File: config.mk
export PLATFORM = sky130hd
export DESIGN_NAME = quoted_line_tokenizer
export DESIGN_NICKNAME = d
export VERILOG_FILES = /design/src/design/qlt_pkg.sv /design/src/design/qlt_parser.sv /design/src/design/qlt_outq.sv /design/src/design/quoted_line_tokenizer.sv
export SDC_FILE = /design/constraint.sdc
export NUM_CORES = 1
export LEC_CHECK = 0
export BUFFER_PORTS_ARGS = -buffer_cell sky130_fd_sc_hd__buf_2
export CAP_MARGIN = 10
export CORE_UTILIZATION = 45
export CTS_CLUSTER_DIAMETER = 50
export DETAILED_ROUTE_END_ITERATION = 16
export GPL_TIMING_DRIVEN = 0
export PLACE_DENSITY = 0.63
export SLEW_MARGIN = 20
export SYNTH_ARGS = -nofsm -noshare
export SYNTH_HDL_FRONTEND = slang
export SYNTH_SLANG_ARGS = --single-unit
File: constraint.sdc
create_clock -name aclk -period 5.15 [get_ports aclk]
set_input_delay 0.7725 -clock aclk [delete_from_list [all_inputs] [get_ports aclk]]
set_output_delay 0.7725 -clock aclk [all_outputs]
set_load 0.01 [all_outputs]
File: src/design/qlt_pkg.sv
// Package for the quoted line tokenizer: result record, mode and kind codes,
// character constants and output queue depth.
// No dependencies.
`default_nettype none

package qlt_pkg;

    // Characters with a special meaning to the parser
    localparam logic [7:0] CH_NUL   = 8'h00;
    localparam logic [7:0] CH_QUOTE = 8'h22;
    localparam logic [7:0] CH_HASH  = 8'h23;
    localparam logic [7:0] CH_SPACE = 8'h20;
    localparam logic [7:0] CH_UC_A  = 8'h41;
    localparam logic [7:0] CH_UC_Z  = 8'h5A;
    localparam logic [7:0] CASE_OFS = 8'h20;

    localparam logic [7:0] MAX_TOKENS_RESET = 8'd16;

    // Result kinds
    typedef enum logic [1:0] {
        KIND_BYTE = 2'd0,
        KIND_END  = 2'd1,
        KIND_LINE = 2'd2
    } kind_t;

    // Parser modes, one-hot
    typedef enum logic [4:0] {
        MODE_BETWEEN = 5'b00001,
        MODE_BARE    = 5'b00010,
        MODE_QUOTED  = 5'b00100,
        MODE_QSEEN   = 5'b01000,
        MODE_SKIP    = 5'b10000
    } mode_t;

    // One result item
    typedef struct packed {
        kind_t      kind;
        logic [7:0] out_char;
        logic [7:0] token_index;
        logic       last;
    } result_t;

    // Results produced by one input byte
    typedef struct packed {
        logic [1:0] num;
        result_t    r0;
        result_t    r1;
    } push_t;

    // Output queue geometry
    localparam int unsigned QDEPTH = 4;
    localparam int unsigned QAW    = $clog2(QDEPTH);
    localparam int unsigned QCW    = $clog2(QDEPTH + 1);

endpackage

`default_nettype wire

File: src/design/qlt_parser.sv
// Per-byte parser of the quoted line tokenizer: mode, token count and limit
// registers, and the up to two results that each byte yields. Uses qlt_pkg.
`default_nettype none

module qlt_parser (
    input  wire logic          aclk,
    input  wire logic          aresetn,
    input  wire logic          cfg_we,
    input  wire logic [7:0]    cfg_wdata,
    input  wire logic          in_fire,
    input  wire logic [7:0]    in_ch,
    output qlt_pkg::push_t     push
);
    import qlt_pkg::*;

    mode_t      mode_reg, mode_next;
    logic [7:0] count_reg, count_next;
    logic [7:0] max_tokens_reg;

    logic [7:0] lc_ch;
    logic       is_sep;
    logic       at_limit;
    result_t    r_byte, r_end, r_line;
    push_t      p;

    // Hold the token limit register
    always_ff @(posedge aclk) begin
        if (!aresetn) begin
            max_tokens_reg <= MAX_TOKENS_RESET;
        end else if (cfg_we) begin
            max_tokens_reg <= cfg_wdata;
        end
    end

    // Classify the byte
    assign is_sep   = (in_ch <= CH_SPACE);
    assign at_limit = (count_reg >= max_tokens_reg);
    assign lc_ch    = (in_ch >= CH_UC_A && in_ch <= CH_UC_Z) ? in_ch + CASE_OFS : in_ch;

    // Candidate results
    always_comb begin
        r_byte             = '0;
        r_byte.kind        = KIND_BYTE;
        r_byte.token_index = count_reg;
        r_byte.out_char    = in_ch;
        r_end              = '0;
        r_end.kind         = KIND_END;
        r_end.token_index  = count_reg;
        r_line             = '0;
        r_line.kind        = KIND_LINE;
        r_line.last        = 1'b1;
    end

    // Next mode, next count and results for this byte
    always_comb begin
        mode_next  = mode_reg;
        count_next = count_reg;
        p          = '0;
        if (in_ch == CH_NUL) begin
            mode_next  = MODE_BETWEEN;
            count_next = '0;
            if (mode_reg == MODE_BARE || mode_reg == MODE_QUOTED ||
                mode_reg == MODE_QSEEN) begin
                p.num = 2'd2;
                p.r0  = r_end;
                p.r1  = r_line;
                p.r1.token_index = count_reg + 8'd1;
            end else begin
                p.num = 2'd1;
                p.r0  = r_line;
                p.r0.token_index = count_reg;
            end
        end else begin
            case (mode_reg)
                MODE_BETWEEN: begin
                    if (!is_sep) begin
                        if (in_ch == CH_HASH || at_limit) begin
                            mode_next = MODE_SKIP;
                        end else if (in_ch == CH_QUOTE) begin
                            mode_next = MODE_QUOTED;
                        end else begin
                            mode_next = MODE_BARE;
                            p.num     = 2'd1;
                            p.r0      = r_byte;
                            p.r0.out_char = lc_ch;
                            p.r0.last = 1'b1;
                        end
                    end
                end
                MODE_BARE: begin
                    p.num = 2'd1;
                    if (is_sep || in_ch == CH_HASH) begin
                        mode_next  = is_sep ? MODE_BETWEEN : MODE_SKIP;
                        count_next = count_reg + 8'd1;
                        p.r0       = r_end;
                    end else begin
                        p.r0          = r_byte;
                        p.r0.out_char = lc_ch;
                    end
                    p.r0.last = 1'b1;
                end
                MODE_QUOTED: begin
                    if (in_ch == CH_QUOTE) begin
                        mode_next = MODE_QSEEN;
                    end else begin
                        p.num     = 2'd1;
                        p.r0      = r_byte;
                        p.r0.last = 1'b1;
                    end
                end
                MODE_QSEEN: begin
                    p.num = 2'd1;
                    if (in_ch == CH_QUOTE) begin
                        mode_next = MODE_QUOTED;
                        p.r0      = r_byte;
                    end else begin
                        mode_next  = MODE_BETWEEN;
                        count_next = count_reg + 8'd1;
                        p.r0       = r_end;
                    end
                    p.r0.last = 1'b1;
                end
                default: begin
                    mode_next = MODE_SKIP;
                end
            endcase
        end
    end

    // Advance the parser on each accepted byte
    always_ff @(posedge aclk) begin
        if (!aresetn) begin
            mode_reg  <= MODE_BETWEEN;
            count_reg <= '0;
        end else if (in_fire) begin
            mode_reg  <= mode_next;
            count_reg <= count_next;
        end
    end

    assign push.num = in_fire ? p.num : 2'd0;
    assign push.r0  = p.r0;
    assign push.r1  = p.r1;

    // Two results only come from a line end that closes a token
    a_two_on_nul: assert property (@(posedge aclk) disable iff (!aresetn)
        (push.num == 2'd2) |-> (in_ch == CH_NUL && push.r0.kind == KIND_END))
        else $error("two results without line end");

    // Line end always clears the token count
    a_nul_clears: assert property (@(posedge aclk) disable iff (!aresetn)
        (in_fire && in_ch == CH_NUL) |=> (count_reg == 8'd0))
        else $error("token count not cleared at line end");

endmodule

`default_nettype wire

File: src/design/qlt_outq.sv
// Output queue of the quoted line tokenizer: takes up to two results per
// cycle and hands out one per cycle while out_ready is high. Uses qlt_pkg.
`default_nettype none

module qlt_outq (
    input  wire logic          aclk,
    input  wire logic          aresetn,
    input  qlt_pkg::push_t     push,
    output logic               room,
    output logic               out_valid,
    input  wire logic          out_ready,
    output qlt_pkg::result_t   out_res
);
    import qlt_pkg::*;

    result_t        q_mem [QDEPTH];
    logic [QAW-1:0] wr_ptr_reg, rd_ptr_reg;
    logic [QCW-1:0] count_reg, count_next;
    logic           pop;
    logic [QAW-1:0] wr_ptr_1;

    assign pop       = out_valid && out_ready;
    assign out_valid = (count_reg != '0);
    assign out_res   = q_mem[rd_ptr_reg];
    // Room for a worst-case pair regardless of the output side
    assign room      = (count_reg <= QCW'(QDEPTH - 2));
    assign wr_ptr_1  = wr_ptr_reg + QAW'(1);

    assign count_next = count_reg + QCW'(push.num) - QCW'(pop);

    // Store the results of the accepted byte
    always_ff @(posedge aclk) begin
        if (push.num != 2'd0) begin
            q_mem[wr_ptr_reg] <= push.r0;
        end
        if (push.num == 2'd2) begin
            q_mem[wr_ptr_1] <= push.r1;
        end
    end

    // Advance pointers and fill level
    always_ff @(posedge aclk) begin
        if (!aresetn) begin
            wr_ptr_reg <= '0;
            rd_ptr_reg <= '0;
            count_reg  <= '0;
        end else begin
            wr_ptr_reg <= wr_ptr_reg + QAW'(push.num);
            if (pop) begin
                rd_ptr_reg <= rd_ptr_reg + QAW'(1);
            end
            count_reg <= count_next;
        end
    end

    // Fill level never exceeds the storage
    a_no_overflow: assert property (@(posedge aclk) disable iff (!aresetn)
        count_reg <= QCW'(QDEPTH))
        else $error("output queue overflow");

    // A pair pushed with no pop raises the level by two
    a_pair_fill: assert property (@(posedge aclk) disable iff (!aresetn)
        (push.num == 2'd2 && !pop) |=> (count_reg == $past(count_reg) + QCW'(2)))
        else $error("output queue level wrong after pair");

endmodule

`default_nettype wire

File: src/design/quoted_line_tokenizer.sv
// Top level of the quoted line tokenizer: byte stream in, token stream out.
// Depends on qlt_pkg, qlt_parser and qlt_outq.
//
//  Port group   Dir  Content
//  s_axis_*     in   one byte a request; tdata[7:0] ch (0 ends the line)
//  m_axis_*     out  one result a request; tdata out_char, token_index;
//                    tuser kind; tlast marks last result of a byte
//  cfg_*        in   max_tokens write, taken at any edge with cfg_we high
//
// A byte is parsed in the cycle it is accepted and its results are queued
// behind any still waiting. One byte per cycle is accepted while the
// four-entry output queue has room for two results; the output side
// drains one result per cycle while m_axis_tready is high, and a line end
// that closes a token yields two results. Reset is synchronous, active
// low, and clears the parser mode, token count, limit (to 16) and queue.
`default_nettype none

module quoted_line_tokenizer (
    input  wire logic        aclk,
    input  wire logic        aresetn,
    // configuration
    input  wire logic        cfg_we,
    input  wire logic [7:0]  cfg_wdata,
    // input bytes
    input  wire logic        s_axis_tvalid,
    output logic             s_axis_tready,
    input  wire logic [7:0]  s_axis_tdata,   // [7:0] ch
    // results
    output logic             m_axis_tvalid,
    input  wire logic        m_axis_tready,
    output logic [15:0]      m_axis_tdata,   // [7:0] out_char, [15:8] token_index
    output logic [1:0]       m_axis_tuser,   // [1:0] kind
    output logic             m_axis_tlast    // last result of the byte
);
    import qlt_pkg::*;

    push_t   push;
    result_t out_res;
    logic    room;
    logic    in_fire;

    assign s_axis_tready = room;
    assign in_fire       = s_axis_tvalid && room;

    // Parse each accepted byte
    qlt_parser u_parser (
        .aclk      (aclk),
        .aresetn   (aresetn),
        .cfg_we    (cfg_we),
        .cfg_wdata (cfg_wdata),
        .in_fire   (in_fire),
        .in_ch     (s_axis_tdata),
        .push      (push)
    );

    // Queue results toward the output
    qlt_outq u_outq (
        .aclk      (aclk),
        .aresetn   (aresetn),
        .push      (push),
        .room      (room),
        .out_valid (m_axis_tvalid),
        .out_ready (m_axis_tready),
        .out_res   (out_res)
    );

    assign m_axis_tdata = {out_res.token_index, out_res.out_char};
    assign m_axis_tuser = out_res.kind;
    assign m_axis_tlast = out_res.last;

endmodule

`default_nettype wire

# Yosys cells after proc, flatten, opt, wreduce, memory -nomap -nowiden
# Memories as Yosys holds them, arrays and structs flattened. A register that Yosys moved wholly into a read port is not among the register bits.
# Index checks and enable logic that the tools add are counted.
[word_totals]
register_bits = 28
ram_bits = 76
output_inout_bits = 21
mem_count = 1
input_bits = 21
wordCells = 75
[mem_list]
columns = ["memory", "depth", "width", "read_ports", "rd_clocked_by_memory_dff", "wr", "line_no", "rtl"]
rows = [
  ["u_outq.q_mem", 4, 19, 1, 1, 2, "qlt_outq.sv:16", "result_t q_mem [QDEPTH];"],
]
[classes]
magnitude_cmp = 5
addsub = 7
n_reduce_logical = 13
eq_ne = 11
muxes = 32
[ops]
columns = ["cell", "count"]
rows = [
  ["21-bit two-way mux", 4],
  ["21-bit case mux with 4 select lines", 1],
  ["20-bit two-way mux", 2],
  ["19-bit two-way mux", 2],
  ["18-bit two-way mux", 2],
  ["8-bit two-way mux", 4],
  ["5-bit two-way mux", 6],
  ["5-bit case mux with 4 select lines", 1],
  ["8-bit by 6-bit == test with 1-bit output (second input constant)", 2],
  ["8-bit case mux with 2 select lines", 1],
  ["3-bit by 2-bit != test with 1-bit output (second input constant)", 3],
  ["8-bit by 1-bit adder with 8-bit output (second input constant)", 1],
  ["8-bit by 6-bit adder with 8-bit output (second input constant)", 1],
  ["8-bit by 7-bit greater-or-equal comparator with 1-bit output (second input constant)", 1],
  ["8-bit greater-or-equal comparator", 1],
  ["8-bit by 6-bit less-or-equal comparator with 1-bit output (second input constant)", 1],
  ["8-bit by 7-bit less-or-equal comparator with 1-bit output (second input constant)", 1],
  ["8-bit zero test", 1],
  ["4-bit AND reduction", 2],
  ["2-bit two-way mux", 3],
  ["3-bit two-way mux", 2],
  ["3-bit nonzero test", 2],
  ["5-bit by 1-bit == test with 1-bit output (second input constant)", 1],
  ["5-bit by 2-bit == test with 1-bit output (second input constant)", 1],
  ["13 further kinds", 22],
]

# Depth between registers and ports, before layout
# Gate-level depths: netlist of run 1.
[depth]
depth_word = 12
depth_mapped = 18
depth_no_buf = 16

# Cells and area by module
# A second synthesis of run 1 with hierarchy kept.
[unflattened]
cells_unflattened = 484
area_unflattened_um2 = 6232.2
[modules_own_cells]
columns = ["module", "cells_each", "instances", "area_per_inst_um2", "seq_area_each_um2"]
rows = [
  ["qlt_outq", 233, 1, 4251.6, 2462.4],
  ["qlt_parser", 250, 1, 1974.4, 420.4],
  ["quoted_line_tokenizer", 1, 1, 6.3, 0.0],
]

# Worst setup path before layout of run 1
# No wires, ideal clock.
[synth_timing]
path_type = "input -> register"
start = "input s_axis_tdata[1]"
end = "register u_outq.count_reg[2]"
stages = 16
setup_ns = 0.115
path_buffers = 2
arrival_ns = 3.568
slack_ns = 1.467
cell_sequence = "buf_2 or2_2 nand2_1 a2111oi_4 a21oi_1 o21a_1 or2_2 clkbuf_1 ha_1 inv_1 ha_1 inv_1 fa_1 xor2_1 xnor2_1 and2_1"
[synth_via]
elab_chain_len = 9
[synth_rtl]
columns = ["item", "line_no", "rtl"]
rows = [
  ["start: declaration", "quoted_line_tokenizer.sv:27", "input wire logic [7:0] s_axis_tdata,"],
  ["branches (longest 5 deep; another with 8-bit by 6-bit less-or-equal comparator with 1-bit output)", "-", ""],
  ["21-bit two-way mux *", "qlt_parser.sv:59", "if (in_ch == CH_NUL) begin"],
  ["2-bit two-way mux *", "qlt_parser.sv:141", "assign push.num = in_fire ? p.num : 2'd0;"],
  ["3-bit by 2-bit adder with 3-bit output *", "qlt_outq.sv:29", "assign count_next = count_reg + QCW'(push.num) - QCW'(pop);"],
  ["3-bit by 1-bit subtractor with 3-bit output *", "qlt_outq.sv:29", ""],
  ["end signal: assignment", "qlt_outq.sv:52", "count_reg <= count_next;"],
  ["end: declaration", "qlt_outq.sv:18", "logic [QCW-1:0] count_reg, count_next;"],
]
# Mark *: on every way between the ends.
# A chain may end at the register's enable or synchronous reset.

# Final worst setup path of run 1
[layout_timing]
start = "register u_parser.count_reg[0]"
end = "register u_outq.count_reg[2]"
[layout_via]
elab_chain_len = 9
[layout_rtl]
columns = ["item", "line_no", "rtl"]
rows = [
  ["start: declaration", "qlt_parser.sv:17", "logic [7:0] count_reg, count_next;"],
  ["start signal: assignment", "qlt_parser.sv:137", "count_reg <= count_next;"],
  ["8-bit greater-or-equal comparator", "qlt_parser.sv:37", "assign at_limit = (count_reg >= max_tokens_reg);"],
  ["1-bit logical OR", "qlt_parser.sv:77", "if (in_ch == CH_HASH || at_limit) begin"],
  ["21-bit two-way mux", "qlt_parser.sv:77", ""],
  ["21-bit two-way mux", "qlt_parser.sv:76", "if (!is_sep) begin"],
  ["21-bit case mux with 4 select lines", "qlt_parser.sv:74", "case (mode_reg)"],
  ["21-bit two-way mux", "qlt_parser.sv:59", ""],
  ["2-bit two-way mux", "qlt_parser.sv:141", ""],
  ["3-bit by 2-bit adder with 3-bit output", "qlt_outq.sv:29", ""],
  ["3-bit by 1-bit subtractor with 3-bit output", "qlt_outq.sv:29", ""],
]
# No other way between the ends.

==> results of run 1 <==
[routing by layer]
metal	share of wire, %	track usage, %
met2	47	37.62
met5	0	0
met3	5.2	3.494
met1	45	31.80
met4	3.1	11.43
[power by group through the flow]
stage	clock network (mW)	registers, mW	logic (mW)
final	0.649	1.07	0.833
after global routing	0.686	1.09	0.921
after CTS	0.654	1.07	0.840
after detailed placement	0	1.09	0.835
after global placement	0	1.08	0.809
after floorplan	0	1.06	0.610
[through the flow]
stage                     power, mW  area (sq um)  hold WS [ns]  cells
after floorplan               1.673          5715        0.4286    577
after global placement        1.886          6121        0.4386    784
after detailed placement      1.920          6138        0.4465    785
after CTS                     2.563          6414        0.4560    801
after global routing          2.693          6414        0.4720    801
final                         2.552          6414        0.4541    801
[worst max path at each step]
stage               cells after the start                  end  slack (ns)
floorplan                              16  u_outq.count_reg[2]        1.47
global placement                       16  u_outq.count_reg[2]        0.86
detailed placement                     16  u_outq.count_reg[2]        0.78
CTS                                    18  u_outq.count_reg[2]        1.09
global route                           18  u_outq.count_reg[2]        0.79
finish                                 18  u_outq.count_reg[2]        1.08
[cells in the mapped netlist, types with 3 or more instances]
master    number  share of area [%]
buf_4          3               0.39
nor2b_1       13                1.4
a21boi_0       5               0.66
buf_2          4               0.35
o31ai_1       10                1.3
nor2_1        57                3.7
nand4_1        6               0.66
and2_1        12                1.3
ha_1          15                3.3
mux2i_1       29                5.1
inv_1         15               0.99
mux4_2        19                7.5
or3_1          8               0.88
clkbuf_1      21                1.4
nand2b_1       6               0.66
nand3b_1       3               0.39
or2_2          3               0.33
o211ai_1       4               0.53
a21oi_1       29                2.5
xor2_1         6               0.92
nand3_1       17                1.5
nand2_1       61                4.0
nor3_1        10               0.88
edfxtp_1      40                 21
dfxtp_1       66                 23
o22ai_1       17                1.9
o21ai_0       45                3.9
xnor2_1        5               0.77
o221ai_1       3               0.46
and3_1         5               0.55
[cell families (layout without fill, tap and decap cells)]
logic type	count (synthesis)	in the layout	share of synthesized area (%)
adder cells (fa/ha/maj)	16	16	3.634
XOR/XNOR	11	11	1.686
flip-flops	106	106	44.13
buffers and inverters	47	103	3.634
AO/OA/AOI/OAI	135	135	15.15
multiplexers	48	48	12.57
AND/OR/NAND/NOR	214	214	19.20
[worst max-delay path, delay by kind of cell, from the launching register on]
| family | cells | cell delay (ns) |
|---|---|---|
| adders and majority gates | 4 | 1.14 |
| xor gates and xnor gates | 2 | 0.30 |
| AOI/OAI and AO/OA | 4 | 0.77 |
| buffers and inverters | 5 | 0.78 |
| DFF | 1 | 0.39 |
| and+or+nand+nor | 3 | 0.57 |
[cell type report]
class | instances | area, sq um | share of cell area [%]
clock buffer | 11 | 244.0 | 3.804
buffer | 30 | 143.9 | 2.243
inverter | 17 | 63.81 | 0.9949
clock inverter | 5 | 31.28 | 0.4877
multi-input combinational | 424 | 2998 | 46.74
sequential | 106 | 2522 | 39.33
tap | 168 | 210.2 | 3.277
timing repair buffer | 40 | 200.2 | 3.121
==> impl_metrics.toml, run 1 <==
[synth]
synth_ff_type = "dfxtp_1"
yosys_warnings = 0
synthArstFlopShare_pct = 0
synth_area_per_cell_sq_um = 9.906
ys_seq_area_share_pct = 44.13
synth_seq_cells = 106
synth_edf_count = 40
synth_nets = 614
synth_cell_type_count = 60
syn_area_sq_um = 5715
postSynthCellCount = 577

[worst_setup_path]
crit_path_start_kind = "register"
cp_slowest_stage_delay_ns = 0.39
worst-endpoint-arrival_ns = 4.31
worst_path_max_delay_cell = "dfxtp_1"
reg2reg_slack_ns = 1.08
path_class = "register to register"
rr_worst_depth = 18
critPathLaunch = "u_parser.count_reg[0]"
r2r-start = "u_parser.count_reg[0]"
worst-path-max-fanout = 10
critPathCaptureType = "register"
required_ns = 5.39
r2r_end = "u_outq.count_reg[2]"
crit_chain = "clkbuf_1, inv_1, ha_1, and3_1, o21ai_0, a31o_2, a21oi_1, o21a_1, or2_2, clkbuf_1, ha_1, inv_1, ha_1, inv_1, fa_1, xor2_1, xnor2_1, and2_1"

[routing]
route.detailed.wl_per_inst_microns = 18.37
drtPass1Iterations = 6
via_per_inst = 5.818
vias = 4660
antenna_left = 0
remaining_drc_errors = 0
totalWireLength_microns = 14710
first_iter_violations = 415

[die]
die_y_microns = 114.7
die_x_microns = 114.7
die_area_sq_um = 13160
rows = 40
initial_core_util_pct = 46.80
ioPinCount = 42
core_sq_um = 12210

[clocking]
root_buffer = "clkbuf_16"
cts.sinks = 106
cts_resized = 0
cts_tree = "done"
postCtsSetupBuffers = 0
cts_hold_buf = 0
clk_pin_slew_ns = 0.07
clk_latency_ns = 0.35
cts_buffers = 9
clockBufferDepth = 2
htree_levels = 3

[final_layout]
largest_reg_flops = 76
area_growth_pct = 12.22
final_cell_mix = "66 x dfxtp_1, 61 x nand2_1, 57 x nor2_1"
utilization_pct = 52.52
final_common_cell = "dfxtp_1"
num_antenna_cells = 0
drive_above_1_share_pct = 16.90
n_fill_cell = 1157
nNetsFinal = 665

[sta]
final_max_slew_viol_count = 0
fmax_mhz = 245.8
finClkSkew_ns = 0.007529
min_period_ns = 4.068
relSlewSlack_pct = 31.96
rsz0062_at_grt = "no"
setup_slack_ns = 1.082
setup_tns_ns = 0
worst_pin_slew_ns = 1.013
finalCritPeriodShare_pct = 78.99
hold_viol = 0
finalSetupViolCount = 0

[placement]
hpwl_microns = 10710
pre_cts_slack_ns = 0.7764
io_buffer_count = 39
place.gp.congestion = 0.9222

[power_and_ir_drop]
combPwrFrac_pct = 32.6
p_per_area_nw_per_um2 = 398.0
netSwitchingPower_mw = 0.8423
p_seq_share_pct = 41.9
p_int_mw = 1.710
switching_share_pct = 33.00
ir_drop_mv = 0.1738
clkPwrFrac_pct = 25.4
leakage_nw = 2.347

[global_routing]
grt_max_degree = 17
grt_use_total_pct = 23.65
grt_pass1_wl_microns = 23400
antenna_found_initial = 0
grt-ovfl-total = 0
grt_pass1_vias = 4450

[flow_run]
cap_violations = 0

[worst_hold_path]
whs_endpoint = "u_outq.q_mem[2][13]"
whs_path_depth = 2
hp-class = "register to register"
hold_start = "u_outq.q_mem[2][13]"

[run_status]
status = "finished, final reports clean"
Note: power is estimated with default switching activity, not from simulation.
==> run 2, diff against run 1 <==
- PLACE_DENSITY: 0.63 -> 0.66
- clock period: 5.15 -> 3.74 ns (I/O delays scaled with it)
==> impl_metrics.toml, run 2 (same netlist as run 1, synthesis figures left out) <==
[final_layout]
final_common_cell = "dfxtp_1"
drive_above_1_share_pct = 17.85
final_cells = 801
multi_input_area_sq_um = 3014
area_growth_pct = 13.51
final_cell_mix = "65 x dfxtp_1, 61 x nand2_1, 56 x nor2_1"
utilization_pct = 53.13
ff_latch_area_sq_um = 2524
nNetsFinal = 665
n_fill_cell = 1103
num_antenna_cells = 0
largest_reg_flops = 76

[worst_setup_path]
crit_path_start_kind = "register"
path_class = "register to register"
worst-endpoint-arrival_ns = 3.79
critPathCaptureType = "register"
worst-path-max-fanout = 6
required_ns = 3.99

[die]
rows = 40
core_sq_um = 12210
die_y_microns = 114.7
die_area_sq_um = 13160
ioPinCount = 42
die_x_microns = 114.7
initial_core_util_pct = 46.80

[worst_hold_path]
hp-class = "primary input to register"

[clocking]
cts_tree = "done"
cts_buffers = 9
root_buffer = "clkbuf_16"
cts.sinks = 106
clockBufferDepth = 2
clk_pin_slew_ns = 0.07
htree_levels = 3
cts_hold_buf = 0
clk_latency_ns = 0.36

[placement]
place.gp.congestion = 0.9156
pre_cts_slack_ns = -0.3995
io_buffer_count = 39
dp_cells = 785
hpwl_microns = 10370

[global_routing]
grt-ovfl-total = 0
grt_max_degree = 19
grt_pass1_vias = 4406
grt_pass1_wl_microns = 23140
grt_use_total_pct = 23.41
antenna_found_initial = 0

[routing]
wl_met3_microns = 826
first_iter_violations = 422
remaining_drc_errors = 0
via_per_inst = 5.768
met2WireLength_microns = 6654
vias = 4620
wl_met1_microns = 6472
drtPass1Iterations = 5
top_layer_used = "met4"
route.detailed.wl_per_inst_microns = 17.92
antenna_left = 0
totalWireLength_microns = 14350

[power_and_ir_drop]
combPwrFrac_pct = 31.7
switching_share_pct = 32.36
p_seq_share_pct = 40.0
clkPwrFrac_pct = 28.4
netSwitchingPower_mw = 1.190
p_per_area_nw_per_um2 = 566.7
p_int_mw = 2.487
ir_drop_mv = 0.2944
leakage_nw = 2.379

[sta]
relSlewSlack_pct = 25.84
finClkSkew_ns = 0.01077
min_period_ns = 3.541
fmax_mhz = 282.4
worst_pin_slew_ns = 1.104
setup_slack_ns = 0.1988
rsz0062_at_grt = "no"
finalCritPeriodShare_pct = 94.68
final_max_slew_viol_count = 0
hold_viol = 0
finalSetupViolCount = 0

[run_status]
status = "finished, final reports clean"

[flow_run]
cap_violations = 0
run 2: path summary, 6_finish.rpt:
kind | start | end | slack, ns | cells after the start
max | u_parser.count_reg[7] | u_outq.count_reg[2] | 0.20 | 15
min | cfg_wdata[4] | u_parser.max_tokens_reg[4] | 0.42 | 3
max reg2reg | u_parser.count_reg[7] | u_outq.count_reg[2] | 0.20 | 15
min reg2reg | u_outq.q_mem[2][10] | u_outq.q_mem[2][10] | 0.45 | 2
run 2: metrics by stage:
stage	hold slack [ns]	TNS (ns)	power (mW)	instance area, sq um
2_1_floorplan	0.4286	0	2.307	5715
3_3_place_gp	0.4368	-3.259	2.595	6121
3_5_place_dp	0.4459	-0.5252	2.640	6138
4_1_cts	0.4152	0	3.690	6467
5_1_grt	0.4501	0	3.874	6487
6_report	0.4187	0	3.677	6487
run 2: what timing repair did:
item	in CTS	in global routing
endpoints found under the setup margin	1	1
pin swaps	1	2
endpoints found under the hold margin	0	0
cloned	0	0
buffers inserted	1	0
gates resized for setup	1	8
run 2: per-layer routing:
layer / GRT usage, % / vias to the layer above
met1: 31.84 / 2196
met4: 10.56 / 0
met3: 4.129 / 32
met2: 36.65 / 166
met5: 0 / -
li1: - / 2226
run 2: worst max-delay path: stages (launching register included):
cell and delay, ns:
dfxtp_1 0.43, ha_1 0.31, a21oi_1 0.17, nand3_2 0.15
a2111oi_4 0.36, a21oi_1 0.15, o21a_1 0.23, or2_4 0.29
ha_1 0.28, inv_1 0.06, ha_1 0.15, inv_1 0.05
fa_1 0.36, xor2_1 0.16, xnor2_1 0.12, and2_1 0.15
run 2: final cells by class:
class,instances,share of cell area (%)
multi-input combinational,424,46.46
clock buffer,9,3.472
timing repair buffer,41,3.202
sequential,106,38.90
clock inverter,7,1.524
buffer,29,2.218
tap,168,3.240
inverter,17,0.9836
run 2: power groups by stage:
stage                     clock network [mW]  registers, mW  logic (mW)
after CTS                               1.06           1.47        1.16
final                                   1.04           1.47        1.16
after global routing                    1.11           1.49        1.28
after floorplan                            0           1.46       0.843
after global placement                     0           1.48        1.11
after detailed placement                   0           1.49        1.15
==> run 3, diff against run 2 <==
- CORE_ASPECT_RATIO: not set -> 0.9
- SYNTH_HIERARCHICAL: not set -> 1
==> impl_metrics.toml, run 3 <==
[placement]
place.gp.congestion = 0.8345
pre_cts_slack_ns = -0.5950
hpwl_microns = 8847
io_buffer_count = 40
placed_area_sq_um = 6721

[routing]
totalWireLength_microns = 12900
vias = 3997
remaining_drc_errors = 0
via_per_inst = 5.498
antenna_left = 0
route.detailed.wl_per_inst_microns = 17.74
first_iter_violations = 222
drtPass1Iterations = 5

[sta]
finalSetupViolCount = 0
finClkSkew_ns = 0.008301
hold_viol = 0
final_max_slew_viol_count = 0
finalCritPeriodShare_pct = 95.38
setup_tns_ns = 0
worst_pin_slew_ns = 0.6250
setup_slack_ns = 0.1726
whs_ns = 0.4309
min_period_ns = 3.567
relSlewSlack_pct = 58.33
rsz0062_at_grt = "no"
fmax_mhz = 280.3

[clocking]
root_buffer = "clkbuf_16"
clk_pin_slew_ns = 0.07
cts.sinks = 106
clockBufferDepth = 2
htree_levels = 3
cts_buffers = 9
cts_tree = "done"
clk_latency_ns = 0.35

[final_layout]
num_antenna_cells = 0
final_cell_mix = "76 x edfxtp_1, 64 x mux2_2, 46 x buf_2"
drive_above_1_share_pct = 37.75
nNetsFinal = 593
n_fill_cell = 1160
ff_latch_area_sq_um = 2883
area_growth_pct = 14.66
final_area_sq_um = 7146
multi_input_area_sq_um = 3137
largest_reg_flops = 76
final_common_cell = "edfxtp_1"

[global_routing]
grt_pass1_vias = 3924
antenna_found_initial = 0
grt_max_degree = 20
grt-ovfl-total = 0
grt_use_total_pct = 19.28
grt_pass1_wl_microns = 20710

[synth]
synth_edf_count = 76
synth_seq_cells = 106
syn_area_sq_um = 6232
yosys-top-cells-area = "edfxtp_1 37%, mux2_2 12%, dfxtp_1 9.6%"
yosys_warnings = 6
synth_cell_type_count = 72
synth_common_cells = "76 x edfxtp_1, 64 x mux2_2, 30 x dfxtp_1"
synthArstFlopShare_pct = 0
synth_top_cell_area_share_pct = 36.62
post-synth-top-count-cell = "edfxtp_1"
ys_seq_area_share_pct = 46.26
synth_ff_type = "edfxtp_1"
synth_area_leader_cell = "edfxtp_1"
postSynthCellCount = 484
synth_area_per_cell_sq_um = 12.88

[worst_setup_path]
crit_path_start_kind = "register"
path_class = "register to register"
critPathCaptureType = "register"
required_ns = 3.84
worst-path-max-fanout = 10
worst-endpoint-arrival_ns = 3.67

[power_and_ir_drop]
p_seq_share_pct = 41.2
netSwitchingPower_mw = 1.044
switching_share_pct = 29.17
ir_drop_mv = 0.2356
p_total_mw = 3.578
p_int_mw = 2.534
p_per_area_nw_per_um2 = 500.7
combPwrFrac_pct = 32.8
clkPwrFrac_pct = 25.9
leakage_nw = 2.759

[die]
die_area_sq_um = 14330
core_sq_um = 13410
initial_core_util_pct = 46.46
die_x_microns = 126.1
rows = 40
ioPinCount = 42
die_y_microns = 113.6

[flow_run]
cap_violations = 0

[worst_hold_path]
hp-class = "primary input to register"

[run_status]
status = "finished, final reports clean"
## run 3: through the flow
stage	utilization [%]	instances
3_5_place_dp	50.11	701
5_1_grt	53.27	727
6_report	53.27	727
3_3_place_gp	49.93	700
4_1_cts	53.16	725
2_1_floorplan	-	492
## run 3: power by group through the flow
stage | logic, mW | registers [mW] | clock network, mW
after floorplan | 0.813 | 1.49 | 0
after global placement | 1.08 | 1.50 | 0
after detailed placement | 1.11 | 1.50 | 0
after CTS | 1.18 | 1.47 | 0.942
after global routing | 1.28 | 1.49 | 0.994
final | 1.17 | 1.48 | 0.928
## run 3: per-layer routing
metal	global-route usage [%]	vias to the layer above	wire, microns
li1	-	1944	-
met1	25.62	1960	6009
met2	31.97	86	6230
met3	4.597	7	566
met4	4.659	0	89
met5	0	-	0
## run 3: critical path: stages, from the launching register on
cell,delay (ns)
dfxtp_1,0.45
ha_1,0.27
and3_1,0.20
a221oi_1,0.53
and2_1,0.25
and2_1,0.23
a311oi_4,0.15
nor3b_4,0.24
buf_4,0.19
nand4b_1,0.13
buf_2,0.30
mux2_2,0.39
## run 3: path summary, 6_finish.rpt
kind / startpoint / endpoint / slack, ns / depth (start not counted)
min: cfg_wdata[4] / u_parser/max_tokens_reg[4] / 0.43 / 3
max reg2reg: u_parser/count_reg[5] / u_outq/q_mem[0][18] / 0.17 / 11
max: u_parser/count_reg[5] / u_outq/q_mem[0][18] / 0.17 / 11
min reg2reg: u_outq/rd_ptr_reg[1] / u_outq/rd_ptr_reg[1] / 0.49 / 2
## run 3: area by class of cell
class	count	share of cell area, %
Tap cell	168	2.942
Inverter	19	0.9981
Clock inverter	4	0.7704
Multi-Input combinational cell	336	43.90
Buffer	31	3.222
Timing Repair Buffer	53	4.623
Clock buffer	10	3.204
Sequential cell	106	40.34
## run 3: what timing repair did
action                                  in CTS  in global routing
gates resized for setup                      4                  0
pin swaps                                    3                  1
setup buffers                               10                  2
hold buffers                                 0                  0
endpoints found under the setup margin     117                116
## run 3: kinds of logic after synthesis
logic type,Yosys count,share of synthesized area (%)
adders and majority gates,16,3.333
buffers and inverters,50,4.838
xor gates and xnor gates,8,1.566
and+or+nand+nor,129,13.03
DFF,106,46.26
other,1,0.06017
AOI/OAI and AO/OA,66,7.629
muxes,108,23.29
